[config.mk]
export PLATFORM = sky130hd
export DESIGN_NAME = touch_event_decoder
export DESIGN_NICKNAME = d
export VERILOG_FILES = /design/src/rtl/core/ted_pkg.sv /design/src/rtl/core/touch_event_decoder.sv
export SDC_FILE = /design/constraint.sdc
export NUM_CORES = 1
export LEC_CHECK = 0
export BUFFER_PORTS_ARGS = -buffer_cell sky130_fd_sc_hd__buf_2
export CAP_MARGIN = 20
export CORE_ASPECT_RATIO = 0.9
export CORE_MARGIN = 2
export CORE_UTILIZATION = 43
export DETAILED_ROUTE_END_ITERATION = 12
export GPL_ROUTABILITY_DRIVEN = 0
export GPL_TIMING_DRIVEN = 0
export HOLD_SLACK_MARGIN = 0.15
export MAX_ROUTING_LAYER = met4
export PLACE_DENSITY = 0.68
export SLEW_MARGIN = 40
export SYNTH_ARGS = -nofsm -noshare
export SYNTH_HDL_FRONTEND = slang
export SYNTH_SLANG_ARGS = --single-unit
[constraint.sdc]
create_clock -name aclk -period 9.5 [get_ports aclk]
set_input_delay 0.475 -clock aclk [delete_from_list [all_inputs] [get_ports aclk]]
set_output_delay 0.475 -clock aclk [all_outputs]
set_load 0.005 [all_outputs]
[src/rtl/core/ted_pkg.sv]
// Package for the touch event decoder: event and touch item types,
// event type and code constants, record kinds.
// No dependencies; used by touch_event_decoder.
`timescale 1ns / 1ps
`default_nettype none

package ted_pkg;

    // Coordinate storage width default and limits
    localparam int COORD_BITS_DEFAULT = 16;
    localparam int COORD_BITS_MAX     = 32;
    localparam int OUT_COORD_BITS     = 16;

    // Event types
    localparam logic [15:0] EV_SYNC = 16'd0;
    localparam logic [15:0] EV_KEY  = 16'd1;
    localparam logic [15:0] EV_ABS  = 16'd3;

    // Event codes
    localparam logic [15:0] CODE_REPORT   = 16'd2;
    localparam logic [15:0] CODE_X        = 16'd53;
    localparam logic [15:0] CODE_Y        = 16'd54;
    localparam logic [15:0] CODE_TRACK_ID = 16'd57;
    localparam logic [15:0] CODE_TOUCH    = 16'd330;

    // Key states
    localparam logic signed [31:0] KEY_UP   = 32'sd0;
    localparam logic signed [31:0] KEY_DOWN = 32'sd1;

    // Tracking bit positions
    localparam int TRK_ARMED  = 0;
    localparam int TRK_X_SEEN = 1;
    localparam int TRK_Y_SEEN = 2;
    localparam logic [2:0] TRK_NONE = 3'b000;
    localparam logic [2:0] TRK_ARM  = 3'b001;
    localparam logic [2:0] TRK_FULL = 3'b111;

    // Sync count levels
    localparam logic [1:0] SYNC_RELEASE = 2'd2;
    localparam logic [1:0] SYNC_SAT     = 2'd3;

    // Record kinds
    localparam logic KIND_RELEASE = 1'b0;
    localparam logic KIND_PRESS   = 1'b1;

    typedef struct packed {
        logic [15:0]        event_type;
        logic [15:0]        event_code;
        logic signed [31:0] event_value;
    } event_t;

    typedef struct packed {
        logic        touch_kind;
        logic [15:0] touch_x;
        logic [15:0] touch_y;
    } touch_t;

endpackage

`default_nettype wire

[src/rtl/core/touch_event_decoder.sv]
// Touch event decoder top level: input event register, decode logic,
// tracking state and touch record register.
// Depends on ted_pkg.
`timescale 1ns / 1ps
`default_nettype none

// An event is registered on acceptance; its record, if any, is registered when
// the event is decoded, which waits while an untaken record still holds the
// record register.
// Throughput: one event per cycle while m_ready is high; the single decode pass
// between the input register and the record register sets that rate.
// Reset (aresetn low, synchronous): both stages empty, tracking disarmed, sync
// count and contact cleared, coordinates zero, last reported point all ones.
module touch_event_decoder #(
    parameter int COORD_BITS = ted_pkg::COORD_BITS_DEFAULT
) (
    input  wire logic            aclk,
    input  wire logic            aresetn,
    // configuration
    input  wire logic            cfg_wr_en,
    input  wire logic            cfg_wr_data,
    // event input channel
    input  wire logic            s_valid,
    output logic                 s_ready,
    input  wire ted_pkg::event_t s_event,
    // touch record channel
    output logic                 m_valid,
    input  wire logic            m_ready,
    output ted_pkg::touch_t      m_touch
);

    // Configuration
    logic                  sync_mode_reg;

    // Input stage
    logic                  in_valid_reg;
    ted_pkg::event_t       in_event_reg;

    // Tracking state
    logic [2:0]            track_reg,   track_next;
    logic [1:0]            sync_reg,    sync_next;
    logic                  contact_reg, contact_next;
    logic [COORD_BITS-1:0] cur_x_reg,   cur_x_next;
    logic [COORD_BITS-1:0] cur_y_reg,   cur_y_next;
    logic [COORD_BITS-1:0] prev_x_reg,  prev_x_next;
    logic [COORD_BITS-1:0] prev_y_reg,  prev_y_next;

    // Output stage
    logic                  out_valid_reg;
    ted_pkg::touch_t       out_touch_reg;

    // Decode results
    logic                  emit;
    logic                  emit_kind;
    logic                  advance;
    logic                  is_touch_key;
    logic [COORD_BITS-1:0] value_coord;
    logic [ted_pkg::COORD_BITS_MAX-1:0] x_wide;
    logic [ted_pkg::COORD_BITS_MAX-1:0] y_wide;

    // Move the held event into decode whenever the record slot is free or
    // being drained this cycle.
    assign advance = in_valid_reg && (!out_valid_reg || m_ready);
    assign s_ready = !in_valid_reg || advance;
    assign m_valid = out_valid_reg;
    assign m_touch = out_touch_reg;

    assign is_touch_key = (in_event_reg.event_type == ted_pkg::EV_KEY) &&
                          (in_event_reg.event_code == ted_pkg::CODE_TOUCH);
    assign value_coord  = in_event_reg.event_value[COORD_BITS-1:0];

    // Decode one event against the tracking state
    always_comb begin
        track_next   = track_reg;
        sync_next    = sync_reg;
        contact_next = contact_reg;
        cur_x_next   = cur_x_reg;
        cur_y_next   = cur_y_reg;
        prev_x_next  = prev_x_reg;
        prev_y_next  = prev_y_reg;
        emit         = 1'b0;
        emit_kind    = ted_pkg::KIND_RELEASE;

        if ((track_reg == ted_pkg::TRK_NONE &&
             in_event_reg.event_type == ted_pkg::EV_ABS &&
             in_event_reg.event_code == ted_pkg::CODE_TRACK_ID) ||
            (is_touch_key && in_event_reg.event_value == ted_pkg::KEY_DOWN)) begin
            // arm (or re-arm) tracking
            track_next = ted_pkg::TRK_ARM;
            sync_next  = '0;
        end else if (is_touch_key && in_event_reg.event_value == ted_pkg::KEY_UP) begin
            // key up: disarm, release if in contact
            track_next = ted_pkg::TRK_NONE;
            if (contact_reg) begin
                contact_next = 1'b0;
                emit         = 1'b1;
                emit_kind    = ted_pkg::KIND_RELEASE;
            end
        end else if (track_reg != ted_pkg::TRK_NONE &&
                     in_event_reg.event_type == ted_pkg::EV_ABS) begin
            // latch coordinates while armed
            sync_next = '0;
            if (in_event_reg.event_code == ted_pkg::CODE_X) begin
                cur_x_next                      = value_coord;
                track_next[ted_pkg::TRK_X_SEEN] = 1'b1;
            end else if (in_event_reg.event_code == ted_pkg::CODE_Y) begin
                cur_y_next                      = value_coord;
                track_next[ted_pkg::TRK_Y_SEEN] = 1'b1;
            end
            // press/move once both axes are seen, drop a repeated point
            if (track_next == ted_pkg::TRK_FULL &&
                !(contact_reg && cur_x_next == prev_x_reg &&
                  cur_y_next == prev_y_reg)) begin
                prev_x_next  = cur_x_next;
                prev_y_next  = cur_y_next;
                contact_next = 1'b1;
                emit         = 1'b1;
                emit_kind    = ted_pkg::KIND_PRESS;
            end
        end else if (in_event_reg.event_type == ted_pkg::EV_SYNC) begin
            // sync events only matter in sync release mode
            if (sync_mode_reg) begin
                track_next = ted_pkg::TRK_NONE;
                if (in_event_reg.event_code == ted_pkg::CODE_REPORT &&
                    sync_reg != ted_pkg::SYNC_SAT) begin
                    sync_next = sync_reg + 2'd1;
                end
                if (sync_next == ted_pkg::SYNC_RELEASE && contact_reg) begin
                    contact_next = 1'b0;
                    emit         = 1'b1;
                    emit_kind    = ted_pkg::KIND_RELEASE;
                end
            end
        end else begin
            // anything else: disarm and clear the sync count
            track_next = ted_pkg::TRK_NONE;
            sync_next  = '0;
        end
    end

    // Widen the coordinates, then take the low output bits of the record
    assign x_wide = ted_pkg::COORD_BITS_MAX'(cur_x_next);
    assign y_wide = ted_pkg::COORD_BITS_MAX'(cur_y_next);

    // Configuration register
    always_ff @(posedge aclk) begin
        if (!aresetn) begin
            sync_mode_reg <= 1'b0;
        end else if (cfg_wr_en) begin
            sync_mode_reg <= cfg_wr_data;
        end
    end

    // Input stage: take a new item whenever the stage is free or advancing
    always_ff @(posedge aclk) begin
        if (!aresetn) begin
            in_valid_reg <= 1'b0;
        end else if (s_ready) begin
            in_valid_reg <= s_valid;
        end
    end

    always_ff @(posedge aclk) begin
        if (s_ready && s_valid) begin
            in_event_reg <= s_event;
        end
    end

    // Tracking state: advance only when the held item is decoded
    always_ff @(posedge aclk) begin
        if (!aresetn) begin
            track_reg   <= ted_pkg::TRK_NONE;
            sync_reg    <= '0;
            contact_reg <= 1'b0;
            cur_x_reg   <= '0;
            cur_y_reg   <= '0;
            prev_x_reg  <= '1;
            prev_y_reg  <= '1;
        end else if (advance) begin
            track_reg   <= track_next;
            sync_reg    <= sync_next;
            contact_reg <= contact_next;
            cur_x_reg   <= cur_x_next;
            cur_y_reg   <= cur_y_next;
            prev_x_reg  <= prev_x_next;
            prev_y_reg  <= prev_y_next;
        end
    end

    // Record stage: load on a decoded record, clear once taken
    always_ff @(posedge aclk) begin
        if (!aresetn) begin
            out_valid_reg <= 1'b0;
        end else if (advance) begin
            out_valid_reg <= emit;
        end else if (m_ready) begin
            out_valid_reg <= 1'b0;
        end
    end

    always_ff @(posedge aclk) begin
        if (advance && emit) begin
            out_touch_reg.touch_kind <= emit_kind;
            out_touch_reg.touch_x    <= x_wide[ted_pkg::OUT_COORD_BITS-1:0];
            out_touch_reg.touch_y    <= y_wide[ted_pkg::OUT_COORD_BITS-1:0];
        end
    end

endmodule

`default_nettype wire

==> reports/results.tsv, run 1 <==
metric	value	unit
status	finished, final reports clean	
most numerous cell on the critical path	buf_2	
DIE WIDTH	150	µm
Main synth FF type	edfxtp_1	
worst path bufs/invs	4	
Placement Rows	47	
DR DRC count	0	
worst path cell trace	nor4b_1 > and4_1 > clkbuf_1 > buf_2 > buf_2 > buf_2 > mux2i_1 > o2111ai_1 > a211oi_1 > nand4_1 > o31a_1 > o21a_4	
Pint	1.18	mW
Synth Warn #	0	
Synth cell types	57	
DRT antenna net count	0	
RSZ-0062 raised after global routing	false	
initial antenna violation count	0	
crit path launch type	register	
mapped cell area	0.00823	mm²
worst-skew pair later-pin latency	0.44	ns
minimum clock period	4.44	ns
Fin. Hold Viols	0	
Final period util	46.7	%
cts repair resizes	0	
I/O Buffers	104	
H-Tree Depth	4	
number of flops mapped to enable cells by yosys	97	
WL final	21.8	mm
Worst Tran Pin Value	0.800	ns
Die Ht	135	µm
Psw	395	µW
pre-CTS setup slack	5.20	ns
GR Overflow Total	0	
mean post-synth cell area	10.8	µm²
Worst Path Arrival	4.56	ns
share of layout cells above drive strength 1	23.3	%
Design Area, Final	0.00968	mm²
Area Growth Syn to Fin	17.6	%
Starting Density	44.3	%
clock buffer depth	2	
CORE AREA	0.0186	mm²
Worst Setup SP	in_event_reg[33]	
fin cells	1143	
kind of critical path	reg -> reg	
post-DP HPWL	15.8	mm
Layout Utilization	52.1	%
final setup margin	5.06	ns
min-delay src	s_event[60]	
pwr/cell area	162	mW/mm²
biggest fanout along the worst timing path	33	
slowest CP cell	nor4b_1	
max reg flops	64	
Worst-path clk slew	0.07	ns
first-pass GRT wire length	33.9	mm
Comb pwr share	4.8	%
Final TNS setup	0	ns
Post-Syn Instances	761	
LEAKAGE	3.62	nW
Reg2Reg Launch Point	in_event_reg[33]	
clk_skew	0.0118	ns
clock buffer count from CTS	17	
Slew Limit Headroom	46.6	%
flops & latches, synth	170	
area post-placement	0.00909	mm²
via count	6355	
Antenna diodes	0	
Tot GR Track Use	23.1	%
Layout Nets	956	
setup bufs post-CTS	0	
post-synth net total	832	
Root Buffer	clkbuf_16	
FFs w/ async S/R, synth	0	%
setup violators final	0	
Clk network pwr share	43.6	%
Avg WL per Cell	19.1	µm
drt first pass iters	5	
crit end category	register	
Hold/Removal Path Class	in -> reg	
Post-CTS Hold Fix Bufs	0	
max incr delay on CP	0.60	ns
fmax	225	MHz
Max Slew Vio Count	0	
clock tree sinks	170	
die area	0.0203	mm²
largest net degree at the start of global routing	38	
CP required	9.62	ns
IO Count	105	
drt first-iter violations	572	
vias per inst	5.56	
Seq/Total Area, Yosys	53.1	%
CTS tree	done	
vias in the first global route	6078	
Sw Ratio	25.1	%
IR Drop Worst-Case VDD	0.120	mV
Fillers	1714	
Sequential Power Share	51.6	%
CP delay by family, top	buffers and inverters	
Max Cap Viol	0	
Cells after DPL	1111	
==> cells by family (layout without fill, tap and decap cells) <==
logic type / count (synthesis) / after routing / synth area share [%]
AND/OR/NAND/NOR: 298 / 298 / 18.0
XOR/XNOR: 21 / 21 / 2.23
AO/OA/AOI/OAI: 114 / 114 / 9.92
flip-flops: 170 / 170 / 53.1
buffers and inverters: 68 / 205 / 3.56
multiplexers: 89 / 89 / 13.0
adder cells (fa/ha/maj): 1 / 1 / 0.152
==> cell usage after synthesis, drive strengths merged (3+ instances only) <==
cell | number | share of area [%]
a21oi | 9 | 0.68
and4 | 5 | 0.53
nor3 | 7 | 0.43
a22o | 4 | 0.43
xnor2 | 10 | 1.1
nand4 | 6 | 0.46
or4 | 5 | 0.50
nand3 | 18 | 1.1
o21ai | 19 | 1.2
a221oi | 3 | 0.32
nand2 | 139 | 6.3
a22oi | 4 | 0.36
buf | 9 | 0.87
inv | 24 | 1.1
dfxtp | 73 | 18
o211ai | 6 | 0.55
nor2b | 19 | 1.4
mux2 | 56 | 9.0
o2bb2ai | 3 | 0.32
a211oi | 5 | 0.46
nand2b | 27 | 2.1
o22ai | 10 | 0.76
nor4 | 33 | 2.7
a21boi | 34 | 3.1
xor2 | 11 | 1.2
mux2i | 33 | 4.0
nor2 | 27 | 1.2
clkbuf | 35 | 1.6
edfxtp | 97 | 35
==> final timing paths <==
kind                                    endpoint  slack, ns  cells after the start
worst min register to register      cur_x_reg[5]       0.48                      2
worst min-delay path            in_event_reg[60]       0.21                      1
worst max-delay path                 m_touch[23]       5.06                     12
worst max register to register       m_touch[23]       5.06                     12
==> cell type report <==
type	instances	area, µm²	share of cell area [%]
well taps	245	307	3.17
clock buffers	17	425	4.39
inverters	24	90.1	0.930
clock inverters	15	168	1.73
repair buffers	105	541	5.58
multi-input cells	523	3580	36.9
flip-flops and latches	170	4370	45.2
plain buffers	44	203	2.09
==> power by group through the flow <==
stage / Clock (mW) / Sequential, mW / Combinational [mW]
detailed placement: 0 / 0.829 / 0.0738
global placement: 0 / 0.829 / 0.0714
global route: 0.733 / 0.815 / 0.0814
floorplan: 0 / 0.825 / 0.0372
CTS: 0.700 / 0.812 / 0.0741
finish: 0.686 / 0.813 / 0.0754
==> placed cells by master, fill, tap and decap left out, types with 3 or more instances in the layout <==
cell       Yosys  routed
o21ai_0       19      19
a21boi_0      34      34
mux2i_1       33      33
o211ai_1       6       6
a21oi_1        8       8
buf_6          3       3
a22o_1         4       4
clkbuf_1      35      35
edfxtp_1      97      97
clkinv_8       0       4
xnor2_1       10      10
inv_8          0       5
nand2_1      139     139
nand4_1        6       6
and4_1         5       5
nor4_1        32      32
nor2b_1       19      19
a221oi_1       3       3
mux2_2        27      27
a211oi_1       5       5
nand3_1       18      18
inv_1         24      24
buf_2          3     107
mux2_4        29      29
dfxtp_1       73      73
nor3_1         7       7
clkbuf_16      0      17
a22oi_1        4       4
nor2_1        27      27
nand2b_1      27      27
xor2_1        11      11
or4_1          4       4
o2bb2ai_1      3       3
o22ai_1       10      10
buf_4          3       3
==> metrics by stage <==
| stage | power, mW | hold slack [ns] |
|---|---|---|
| finish | 1.57 | 0.206 |
| global route | 1.63 | 0.178 |
| CTS | 1.59 | 0.188 |
| detailed placement | 0.903 | 0.473 |
| global placement | 0.901 | 0.466 |
| floorplan | 0.862 | 0.450 |
==> metal layers <==
layer | up-vias | share of wire (%) | track usage (%)
li1 | 3010 | - | -
met1 | 3038 | 46 | 32.4
met2 | 269 | 44 | 33.4
met3 | 38 | 7.8 | 4.92
met4 | 0 | 2.2 | 7.97
met5 | - | 0 | -
==> worst register-to-register path, cell delays in order, from the launching register on <==
cell and delay [ns]:
edfxtp_1 0.43, nor4b_1 0.60, and4_1 0.27, clkbuf_1 0.25, buf_2 0.34, buf_2 0.30, buf_2 0.32, mux2i_1 0.28
o2111ai_1 0.15, a211oi_1 0.26, nand4_1 0.12, o31a_1 0.37, o21a_4 0.41
No activity file was read; power rests on OpenSTA's default activity.
==> run 2, diff against run 1 <==
clock period = 4.63 ns   (was 9.5 ns; I/O delays follow)
==> reports/results.tsv, run 2 (synthesized netlist as in run 1, its figures left out) <==
metric	value	unit
die area	0.0203	mm²
WL final	23.4	mm
Cells after DPL	1111	
clock buffer depth	2	
most numerous cell on the critical path	buf_2	
worst path cell trace	nor4b_1 > and4_1 > clkbuf_1 > buf_2 > buf_2 > buf_2 > mux2i_1 > o2111ai_1 > a211oi_1 > nand4_1 > o31a_1 > o21a_4	
Design Area, Final	0.0104	mm²
Final period util	95.3	%
post-DP HPWL	15.8	mm
fin cells	1211	
via count	6652	
CTS tree	done	
clock tree sinks	170	
DRT antenna net count	0	
most common cell after layout, fill and taps aside	nand2_1	
status	finished, final reports clean	
crit path launch type	register	
CP required	4.76	ns
H-Tree Depth	4	
DR DRC count	0	
Max Cap Viol	0	
Hold/Removal Path Class	in -> reg	
Placement Rows	47	
max reg flops	64	
I/O Buffers	104	
initial antenna violation count	0	
Starting Density	44.3	%
Worst-path clk slew	0.08	ns
Avg WL per Cell	19.3	µm
Worst Tran Pin Value	0.867	ns
Worst Path Arrival	4.54	ns
Tot GR Track Use	24.6	%
drt first-iter violations	641	
share of layout cells above drive strength 1	21.6	%
vias in the first global route	6606	
slowest CP cell	nor4b_1	
Post-CTS Hold Fix Bufs	68	
setup bufs post-CTS	0	
crit end category	register	
clock buffer count from CTS	17	
CORE AREA	0.0186	mm²
first-pass GRT wire length	36.1	mm
Area Growth Syn to Fin	25.9	%
drt first pass iters	5	
Layout Nets	1024	
Antenna diodes	0	
area post-placement	0.00909	mm²
worst-skew pair later-pin latency	0.44	ns
DIE WIDTH	150	µm
Max Slew Vio Count	0	
kind of critical path	reg -> reg	
biggest fanout along the worst timing path	33	
IO Count	105	
Die Ht	135	µm
most frequent cells in the layout	nand2_1, buf_2, edfxtp_1	
clk_skew	0.0118	ns
Root Buffer	clkbuf_16	
setup violators final	0	
GR Overflow Total	0	
max incr delay on CP	0.59	ns
RSZ-0062 raised after global routing	false	
LEAKAGE	3.90	nW
fmax	227	MHz
Slew Limit Headroom	42.2	%
pwr/cell area	318	mW/mm²
cts repair resizes	0	
IR Drop Worst-Case VDD	0.222	mV
largest net degree at the start of global routing	38	
vias per inst	5.49	
Fin. Hold Viols	0	
minimum clock period	4.41	ns
==> run 2: report_power, final <==
part	internal (mW)	total (mW)	switching, mW	leakage (nW)
Combinational	0.0896	0.204	0.114	2.02
Clock	0.725	1.42	0.696	0.286
Sequential	1.64	1.67	0.0276	1.60
Total	2.46	3.29	0.837	3.90
==> run 2: final timing paths <==
path	slack, ns	cells after the start	endpoint	start
setup / recovery	0.22	12	m_touch[23]	in_event_reg[33]
hold / removal	0.23	4	in_valid_reg	m_ready
setup reg to reg	0.22	12	m_touch[23]	in_event_reg[33]
hold reg to reg	0.48	2	cur_x_reg[5]	cur_x_reg[5]
==> run 2: worst max-delay path, delay by kind of cell (launching register included) <==
kind / cells / cell delay (ns)
AO/OA/AOI/OAI: 4 / 1.18
flip-flops: 1 / 0.43
buffers and inverters: 4 / 1.21
AND/OR/NAND/NOR: 3 / 0.98
multiplexers: 1 / 0.28
==> run 2: per-stage QoR <==
stage | total power, mW | setup TNS, ns | utilization (%) | hold WS, ns | setup WS [ns]
after global routing | 3.39 | 0 | 55.8 | 0.275 | 0.0283
final | 3.29 | 0 | 55.8 | 0.226 | 0.217
after global placement | 1.85 | -9.51 | 48.8 | 0.408 | -0.292
after CTS | 3.30 | 0 | 55.8 | 0.214 | 0.252
after detailed placement | 1.85 | 0 | 48.9 | 0.410 | 0.327
after floorplan | 1.77 | 0 | - | 0.330 | 0.947
==> run 2: cell type report <==
type	count	area [µm²]
well taps	245	307
clock buffers	17	425
multi-input cells	523	3580
fillers	1624	8220
inverters	24	90.1
plain buffers	44	203
clock inverters	15	168
flip-flops and latches	170	4370
repair buffers	173	1220
==> run 2: metal layers <==
metal  vias up  part of all wire, %  GRT usage (%)
met5         -                    0              -
met4         0                  2.1           8.33
met3        43                  7.2           4.95
met2       291                   46           36.9
met1      3185                   45           33.4
li1       3133                    -              -
